## config.mk

```make
export PLATFORM = sky130hd
export DESIGN_NAME = pgg_controller
export DESIGN_NICKNAME = d
export VERILOG_FILES = /design/src/rtl/pgg_pkg.sv /design/src/rtl/pgg_controller.sv
export SDC_FILE = /design/constraint.sdc
export NUM_CORES = 1
export LEC_CHECK = 0
export BUFFER_PORTS_ARGS = -buffer_cell sky130_fd_sc_hd__buf_2
export CAP_MARGIN = 20
export CORE_ASPECT_RATIO = 1.1
export CORE_UTILIZATION = 49
export CTS_CLUSTER_DIAMETER = 60
export DETAILED_ROUTE_END_ITERATION = 7
export MAX_ROUTING_LAYER = met4
export PLACE_DENSITY = 0.75
export SETUP_SLACK_MARGIN = 0.3
export SLEW_MARGIN = 20
export SYNTH_ARGS = -nofsm -noshare
export SYNTH_HDL_FRONTEND = slang
export SYNTH_SLANG_ARGS = --single-unit
export TNS_END_PERCENT = 30
```

## constraint.sdc

```tcl
create_clock -name clk -period 1.85 [get_ports clk]
set_input_delay 0.2775 -clock clk [delete_from_list [all_inputs] [get_ports clk]]
set_output_delay 0.2775 -clock clk [all_outputs]
set_load 0.02 [all_outputs]
```

## src/rtl/pgg_pkg.sv

```systemverilog
package pgg_pkg;

    // Stream bank size and index width
    localparam int NUM_STREAMS = 8;
    localparam int IDX_W = (NUM_STREAMS > 1) ? $clog2(NUM_STREAMS) : 1;

    // Generator and seeding constants
    localparam logic [31:0] SEED_STRIDE = 32'd314159;
    localparam logic [31:0] LCG_MUL = 32'd1103515245;
    localparam logic [30:0] LCG_ADD = 31'd12345;
    localparam logic [63:0] TWO_LN2_Q62 = 64'h58B9_0BFB_E8E7_BCD6;

    // Iteration counts of the shared units and the last multiply step
    localparam int LOG_BITS = 56;
    localparam int DIV_BITS = 128;
    localparam int SQRT_STEPS = 32;
    localparam int MUL_LAST = 4;

    // Datapath operations
    typedef enum logic [4:0] {
        OP_NONE,
        OP_LATCH,
        OP_DRAW1,
        OP_DRAW2,
        OP_SQ1,
        OP_SQ2,
        OP_SUM,
        OP_NORM_LOAD,
        OP_NORM_SHIFT,
        OP_LOG_INIT,
        OP_MUL,
        OP_LOG_STEP,
        OP_G_INIT,
        OP_G_TAKE,
        OP_SC_SQ,
        OP_SC_MUL_INIT,
        OP_DIV_INIT,
        OP_DIV_STEP,
        OP_SQRT_INIT,
        OP_SQRT_STEP,
        OP_SC_TAKE,
        OP_RESULT
    } op_t;

    typedef struct packed {
        op_t        op;
        logic [2:0] mstep;
        logic [6:0] cnt;
        logic       sel;
        logic       cfg_we;
    } dp_cmd_t;

    typedef struct packed {
        logic cache_full;
        logic r_bad;
        logic m_top;
        logic out_busy;
    } dp_status_t;

endpackage

```

## src/rtl/pgg_controller.sv

```systemverilog
module pgg_controller
    import pgg_pkg::*;
(
    input  logic       clk,
    input  logic       rst_n,
    input  logic       req_valid,
    output logic       req_stall,
    input  logic       action,
    input  logic       cfg_valid,
    output logic       cfg_ready,
    input  dp_status_t status,
    output dp_cmd_t    cmd
);

    typedef enum logic [4:0] {
        S_IDLE,
        S_DRAW1,
        S_DRAW2,
        S_SQ1,
        S_SQ2,
        S_SUM,
        S_CHECK,
        S_NORM,
        S_LOGI,
        S_LMUL,
        S_LSTEP,
        S_GINIT,
        S_GMUL,
        S_GTAKE,
        S_SSQ,
        S_SMI,
        S_SMUL,
        S_DIVI,
        S_DIV,
        S_SQI,
        S_SQRT,
        S_STAKE,
        S_DONE
    } state_t;

    state_t     state_reg, state_next;
    logic [2:0] mstep_reg, mstep_next;
    logic [6:0] cnt_reg, cnt_next;
    logic       sel_reg, sel_next;
    op_t        op;

    // Next state and operation decode
    always_comb
    begin
        state_next = state_reg;
        mstep_next = mstep_reg;
        cnt_next = cnt_reg;
        sel_next = sel_reg;
        op = OP_NONE;
        case (state_reg)
            S_IDLE:
            begin
                if (req_valid)
                begin
                    op = OP_LATCH;
                    state_next = (!action && status.cache_full) ? S_DONE : S_DRAW1;
                end
            end
            S_DRAW1:
            begin
                op = OP_DRAW1;
                state_next = S_DRAW2;
            end
            S_DRAW2:
            begin
                op = OP_DRAW2;
                state_next = S_SQ1;
            end
            S_SQ1:
            begin
                op = OP_SQ1;
                state_next = S_SQ2;
            end
            S_SQ2:
            begin
                op = OP_SQ2;
                state_next = S_SUM;
            end
            S_SUM:
            begin
                op = OP_SUM;
                state_next = S_CHECK;
            end
            S_CHECK:
            begin
                op = OP_NORM_LOAD;
                state_next = status.r_bad ? S_DRAW1 : S_NORM;
            end
            S_NORM:
            begin
                if (status.m_top)
                begin
                    state_next = S_LOGI;
                end
                else
                begin
                    op = OP_NORM_SHIFT;
                end
            end
            S_LOGI:
            begin
                op = OP_LOG_INIT;
                cnt_next = 7'd0;
                mstep_next = 3'd0;
                state_next = S_LMUL;
            end
            S_LMUL, S_GMUL, S_SMUL:
            begin
                op = OP_MUL;
                mstep_next = mstep_reg + 3'd1;
                if (mstep_reg == 3'(MUL_LAST))
                begin
                    mstep_next = 3'd0;
                    case (state_reg)
                        S_LMUL:  state_next = S_LSTEP;
                        S_GMUL:  state_next = S_GTAKE;
                        default: state_next = S_DIVI;
                    endcase
                end
            end
            S_LSTEP:
            begin
                op = OP_LOG_STEP;
                cnt_next = cnt_reg + 7'd1;
                state_next = (cnt_reg == 7'(LOG_BITS - 1)) ? S_GINIT : S_LMUL;
            end
            S_GINIT:
            begin
                op = OP_G_INIT;
                mstep_next = 3'd0;
                state_next = S_GMUL;
            end
            S_GTAKE:
            begin
                op = OP_G_TAKE;
                sel_next = 1'b0;
                state_next = S_SSQ;
            end
            S_SSQ:
            begin
                op = OP_SC_SQ;
                state_next = S_SMI;
            end
            S_SMI:
            begin
                op = OP_SC_MUL_INIT;
                mstep_next = 3'd0;
                state_next = S_SMUL;
            end
            S_DIVI:
            begin
                op = OP_DIV_INIT;
                cnt_next = 7'd0;
                state_next = S_DIV;
            end
            S_DIV:
            begin
                op = OP_DIV_STEP;
                cnt_next = cnt_reg + 7'd1;
                if (cnt_reg == 7'(DIV_BITS - 1))
                begin
                    state_next = S_SQI;
                end
            end
            S_SQI:
            begin
                op = OP_SQRT_INIT;
                cnt_next = 7'd0;
                state_next = S_SQRT;
            end
            S_SQRT:
            begin
                op = OP_SQRT_STEP;
                cnt_next = cnt_reg + 7'd1;
                if (cnt_reg == 7'(SQRT_STEPS - 1))
                begin
                    state_next = S_STAKE;
                end
            end
            S_STAKE:
            begin
                op = OP_SC_TAKE;
                sel_next = 1'b1;
                state_next = sel_reg ? S_DONE : S_SSQ;
            end
            S_DONE:
            begin
                if (!status.out_busy)
                begin
                    op = OP_RESULT;
                    state_next = S_IDLE;
                end
            end
            default:
            begin
                state_next = S_IDLE;
            end
        endcase
    end

    // State and sequencing counters
    always_ff @(posedge clk or negedge rst_n)
    begin
        if (!rst_n)
        begin
            state_reg <= S_IDLE;
            mstep_reg <= 3'd0;
            cnt_reg <= 7'd0;
            sel_reg <= 1'b0;
        end
        else
        begin
            state_reg <= state_next;
            mstep_reg <= mstep_next;
            cnt_reg <= cnt_next;
            sel_reg <= sel_next;
        end
    end

    // Commands to the datapath
    assign req_stall = (state_reg != S_IDLE);
    assign cfg_ready = (state_reg == S_IDLE);
    assign cmd.op = op;
    assign cmd.mstep = mstep_reg;
    assign cmd.cnt = cnt_reg;
    assign cmd.sel = sel_reg;
    assign cmd.cfg_we = cfg_valid && (state_reg == S_IDLE);

endmodule

```

### Yosys cells after proc, flatten, opt, wreduce, memory -nomap -nowiden

Cells that the tools add are included.
Widths: inputs -> output; s select.

* $add $sub $neg: 2
* equal/unequal tests: 32
* mux-type cells: 20
* reductions and logical operators: 13

Operators by type and width (number)
* $pmux 5 s21: 2
* $mux 5: 9
* $eq 5x4->1 const B: 8
* $eq 5x5->1 const B: 7
* $eq 5x3->1 const B: 4
* $pmux 7 s2: 1
* $ne 2x2->1 const B: 6
* $reduce_or 3->1: 4
* $eq 5x2->1 const B: 2
* $pmux 5 s2: 1
* $add 7x1->7 const B: 1
* $eq 7x5->1 const B: 1
* $eq 7x6->1 const B: 1
* $eq 7x7->1 const B: 1
* $mux 3: 2
* $pmux 3 s2: 1
* $reduce_and 6->1: 1
* $reduce_bool 2->1: 3
* $eq 5x1->1 const B: 1
* $logic_not 5->1: 1
* $reduce_bool 5->1: 1
* $mux 4: 1
* $add 3x1->3 const B: 1
* $eq 3x3->1 const B: 1
* 5 further kinds: 6

* register bits: 16
* input bits: 9
* output and inout port bits: 19
* logic and storage cells: 71

### Logic depth before layout (Yosys ltp)

* word-level depth: 5
* depth in mapped cells: 7
* gate-level depth less buffers: 6

### Least setup slack after synthesis

No wires, ideal clock.

* kind: reg-to-reg
* from: register state_reg[1]
* to: register state_reg[0]
* library setup time: 125 ps
* arrival time: 1807 ps
* required time: 1725 ps
* setup slack: -82 ps
* stages on the path, launching flop included: 6
* path buffers: 0
* clock period less this slack: 1932 ps
* path through: dfrtp_1 > or3_4 > nor3_2 > a32oi_1 > o2111ai_4 > mux2_4

* elaborated cells on any way between the ends: 34
* classes of those cells: eq/ne: 28; mux: 3; reduce/logical: 3

RTL lines
* from (decl): RTL line pgg_controller.sv:41 `state_t state_reg, state_next;`
* from (signal assigned): RTL line pgg_controller.sv:218 `state_reg <= state_next;`
* $logic_not 5->1 *
* net cfg_ready: RTL line pgg_controller.sv:10 `output logic cfg_ready,`
* $ne 2x2->1 (no source line)
* $reduce_and 6->1 (no source line)

Mark *: on every way through the listed nets, which the timed path passes. The rest lies on a longest branch. The select of a mux whose other input is x is not followed.
A chain may end at the register's enable or synchronous reset.

==> results.sh <==
export IMPL_clk_pin_slew_ns=0.09
export IMPL_syn_area_per_cell_sq_um=8.32
export IMPL_cap_viol_max_count=0
export IMPL_violations="negative setup slack"
export IMPL_dieArea_sq_um=3050
export IMPL_reg2reg_from="state_reg[4]"
export IMPL_vias=1533
export IMPL_leakagePower_nw=0.907
export IMPL_use_met1=0.403
export IMPL_die_w_microns=52.8
export IMPL_cp_end_kind="output pin"
export IMPL_slowest_delay_ns=0.45
export IMPL_cpMostUsedCell="buf_4"
export IMPL_pre_cts_ws_ns=0.0376
export IMPL_rows=19
export IMPL_area_growth_syn_to_layout_pct=40.1
export IMPL_numCtsBuffers=3
export IMPL_post_drt_via_cell_ratio=6.06
export IMPL_combPwrFrac=0.770
export IMPL_port_buffers=27
export IMPL_setup_ws_ns=-0.132
export IMPL_worstPathRequired_ns=1.57
export IMPL_syn_nets=179
export IMPL_gp_congestion=0.916
export IMPL_cts_tree="done"
export IMPL_dieHeight_microns=57.8
export IMPL_tightest_slew_ns=0.517
export IMPL_grt_overflow=0
export IMPL_diodes=0
export IMPL_clock_root_buffer="clkbuf_4"
export IMPL_yosysTopAreaCell="dfrtp_1"
export IMPL_antenna_found_initial=0
export IMPL_stdcell_area_sq_um=1950
export IMPL_ys_top_cells_by_area="dfrtp_1 (29%), o21ai_0 (5.0%), nor2b_1 (4.5%)"
export IMPL_drcViolationCount=0
export IMPL_pin_count=28
export IMPL_wl_mm=4.26
export IMPL_clkLatencyLatePin_ns=0.28
export IMPL_synthCells=167
export IMPL_synth_warnings=0
export IMPL_critPathLaunchType="flip-flop"
export IMPL_clock_sinks=16
export IMPL_fillers=183
export IMPL_r2r_setup_slack_ns=-0.06
export IMPL_status="finished, violations left"
export IMPL_p_sw_mw=1.55
export IMPL_clock_path_buffers=2
export IMPL_final_max_slew_violation_count=0
export IMPL_syn_area_sq_um=1390
export IMPL_firstDrtPassIters=5
export IMPL_grt_pass1_wl_mm=6.56
export IMPL_netSwitchingFraction=0.468
export IMPL_largest_reg_flops=7
export IMPL_arrival_ns=1.70
export IMPL_met2_usage=0.461
export IMPL_ir_drop_mv=1.21
export IMPL_hpwlAfterDp_mm=2.74
export IMPL_seq_area_frac_synth=0.288
export IMPL_sequentialPowerShare=0.176
export IMPL_finalSetupViolCount=13
export IMPL_rr_endpoint="state_reg[0]"
export IMPL_ant_nets=0
export IMPL_wl_per_cell_microns=16.8
export IMPL_dpl_instance_area_sq_um=1660
export IMPL_grt_max_degree=17
export IMPL_hold_path_class="in2async"
export IMPL_p_per_area_nw_per_um2=1700
export IMPL_synth_seq_cells=16
export IMPL_timing_final_hold_violations=0
export IMPL_grt_pass1_vias=1446
export IMPL_layout_min_cycle_time_ns=1.98
export IMPL_cp_max_fo=8
export IMPL_path_cells="buf_4 -> nor2b_2 -> buf_4 -> o31ai_1 -> buf_2"
export IMPL_timing_final_crit_share=1.07
export IMPL_synthArstFlopShare=1.00
export IMPL_coreArea_sq_um=2590
export IMPL_crit_slowest_cell="dfrtp_2"
export IMPL_rsz0062_at_grt="true"
export IMPL_clock_fmax_ghz=0.504
export IMPL_p_total_mw=3.32
export IMPL_clockPowerShare=0.054
export IMPL_synth_flop_cell="dfrtp_1"
export IMPL_critPathKind="reg2out"
export IMPL_power_internal_mw=1.77
export IMPL_top_usage_layer="met2"
export IMPL_slew_headroom=0.654
export IMPL_synth_edf_count=0
export IMPL_synth_top_area_frac=0.288
export IMPL_clock_skew_ns=0.00261
export IMPL_use_met3=0.0630
export IMPL_ys_types=48
export IMPL_final_layout_size_suffix_gt1_frac=0.428
export IMPL_start_util=0.536
export IMPL_htree_levels=1
export IMPL_grt_usage=0.297
export IMPL_worst_r2r_cell_count=6
export IMPL_dr_first_iter_drc_count=68
export IMPL_num_nets_final=236
layout by cell type (no fill, tap or decap), types with 2 or more instances in the layout:
master and instances:
buf_4 32, buf_2 22, nor2_1 15, dfrtp_1 13, nand2_1 12, o21ai_1 11, nand3_1 9, a21oi_1 8
inv_1 7, buf_6 7, nor2b_1 6, o21ai_0 5, a22o_1 4, mux2i_1 4, nor2b_2 3, nor3_1 3
a21o_1 3, mux2_4 3, ha_1 3, clkbuf_4 3, dfrtp_2 3, or3_4 2, o211ai_1 2, and3_1 2
o31ai_1 2, nand2b_1 2, a211oi_1 2
layout make-up:
| cell class | count | area (sq um) | area share |
|---|---|---|---|
| multi-input combinational | 132 | 988 | 0.508 |
| timing repair buffer | 63 | 459 | 0.236 |
| sequential | 16 | 404 | 0.208 |
| tap | 31 | 38.8 | 0.0199 |
| inverter | 8 | 32.5 | 0.0167 |
| clock buffer | 3 | 22.5 | 0.0116 |
metal layers:
| layer | up-vias | wire length (microns) |
|---|---|---|
| met1 | 729 | 1840 |
| li1 | 722 | - |
| met4 | 0 | 71 |
| met2 | 70 | 2110 |
| met5 | - | 0 |
| met3 | 12 | 241 |
timing repair:
item / 4_1_cts / 5_1_grt
hold buffers: 1 / 0
cloned: 0 / 0
resized for setup: 23 / 18
endpoints found under the setup margin: 23 / 23
pin swaps: 9 / 11
setup buffers: 17 / 1
hold endpoints to repair: 16 / 0
per-stage QoR:
stage | util | std cells | setup TNS, ns | hold WS [ns]
6_report | 0.751 | 253 | -0.594 | 0.458
3_5_place_dp | 0.641 | 231 | 0 | 0.213
5_1_grt | 0.751 | 253 | -1.52 | 0.500
4_1_cts | 0.723 | 252 | -0.159 | 0.443
2_1_floorplan | - | 167 | 0 | -0.0181
3_3_place_gp | 0.641 | 231 | 0 | 0.207
worst max-delay path by stage:
stage,start,to,slack (ns),cells past startpoint
after CTS,state_reg[2],cmd[0],-0.06,4
after floorplan,state_reg[1],state_reg[0],0.05,5
after detailed placement,state_reg[0],state_reg[4],0.04,6
after global routing,state_reg[4],cmd[14],-0.20,7
after global placement,state_reg[3],cmd[12],0.09,6
final,state_reg[2],cmd[14],-0.13,5
cells in the mapped netlist, types with 2 or more instances:
library cell / instances
clkbuf_1: 5
a32oi_1: 2
o31ai_1: 2
nor3_1: 3
a21o_1: 3
and3_1: 3
o211ai_1: 2
mux2i_1: 4
nand2_1: 12
nand2b_1: 3
inv_1: 8
o21ai_1: 3
nor2b_1: 10
mux2_4: 3
dfrtp_1: 16
a22o_1: 4
buf_2: 2
nand3_1: 10
o21ai_0: 14
a211oi_1: 2
and2_1: 2
buf_4: 3
nor2_1: 15
a21oi_1: 9
or3_1: 2
ha_1: 3
power by group through the flow:
stage | clock (mW) | sequential [mW] | combinational, mW
floorplan | 0 | 0.619 | 1.36
global placement | 0 | 0.588 | 1.94
detailed placement | 0 | 0.596 | 1.98
CTS | 0.185 | 0.573 | 2.34
global route | 0.200 | 0.597 | 2.74
finish | 0.179 | 0.584 | 2.55
kinds of logic (layout without fill, tap and decap cells):
logic type,after synthesis,after routing,synth area share
muxes,7,7,0.0613
DFF,16,16,0.288
AOI/OAI and AO/OA,51,51,0.272
xor gates and xnor gates,2,2,0.0180
buffers and inverters,19,74,0.0622
and+or+nand+nor,68,68,0.264
adders and majority gates,4,4,0.0342
critical path: cells and delay by family (launching register included):
| kind | cells | cell delay, ns |
|---|---|---|
| compound gates | 1 | 0.25 |
| buf+inv | 3 | 0.54 |
| flops | 1 | 0.45 |
| simple gates | 1 | 0.18 |
No activity file was read; power rests on OpenSTA's default activity.
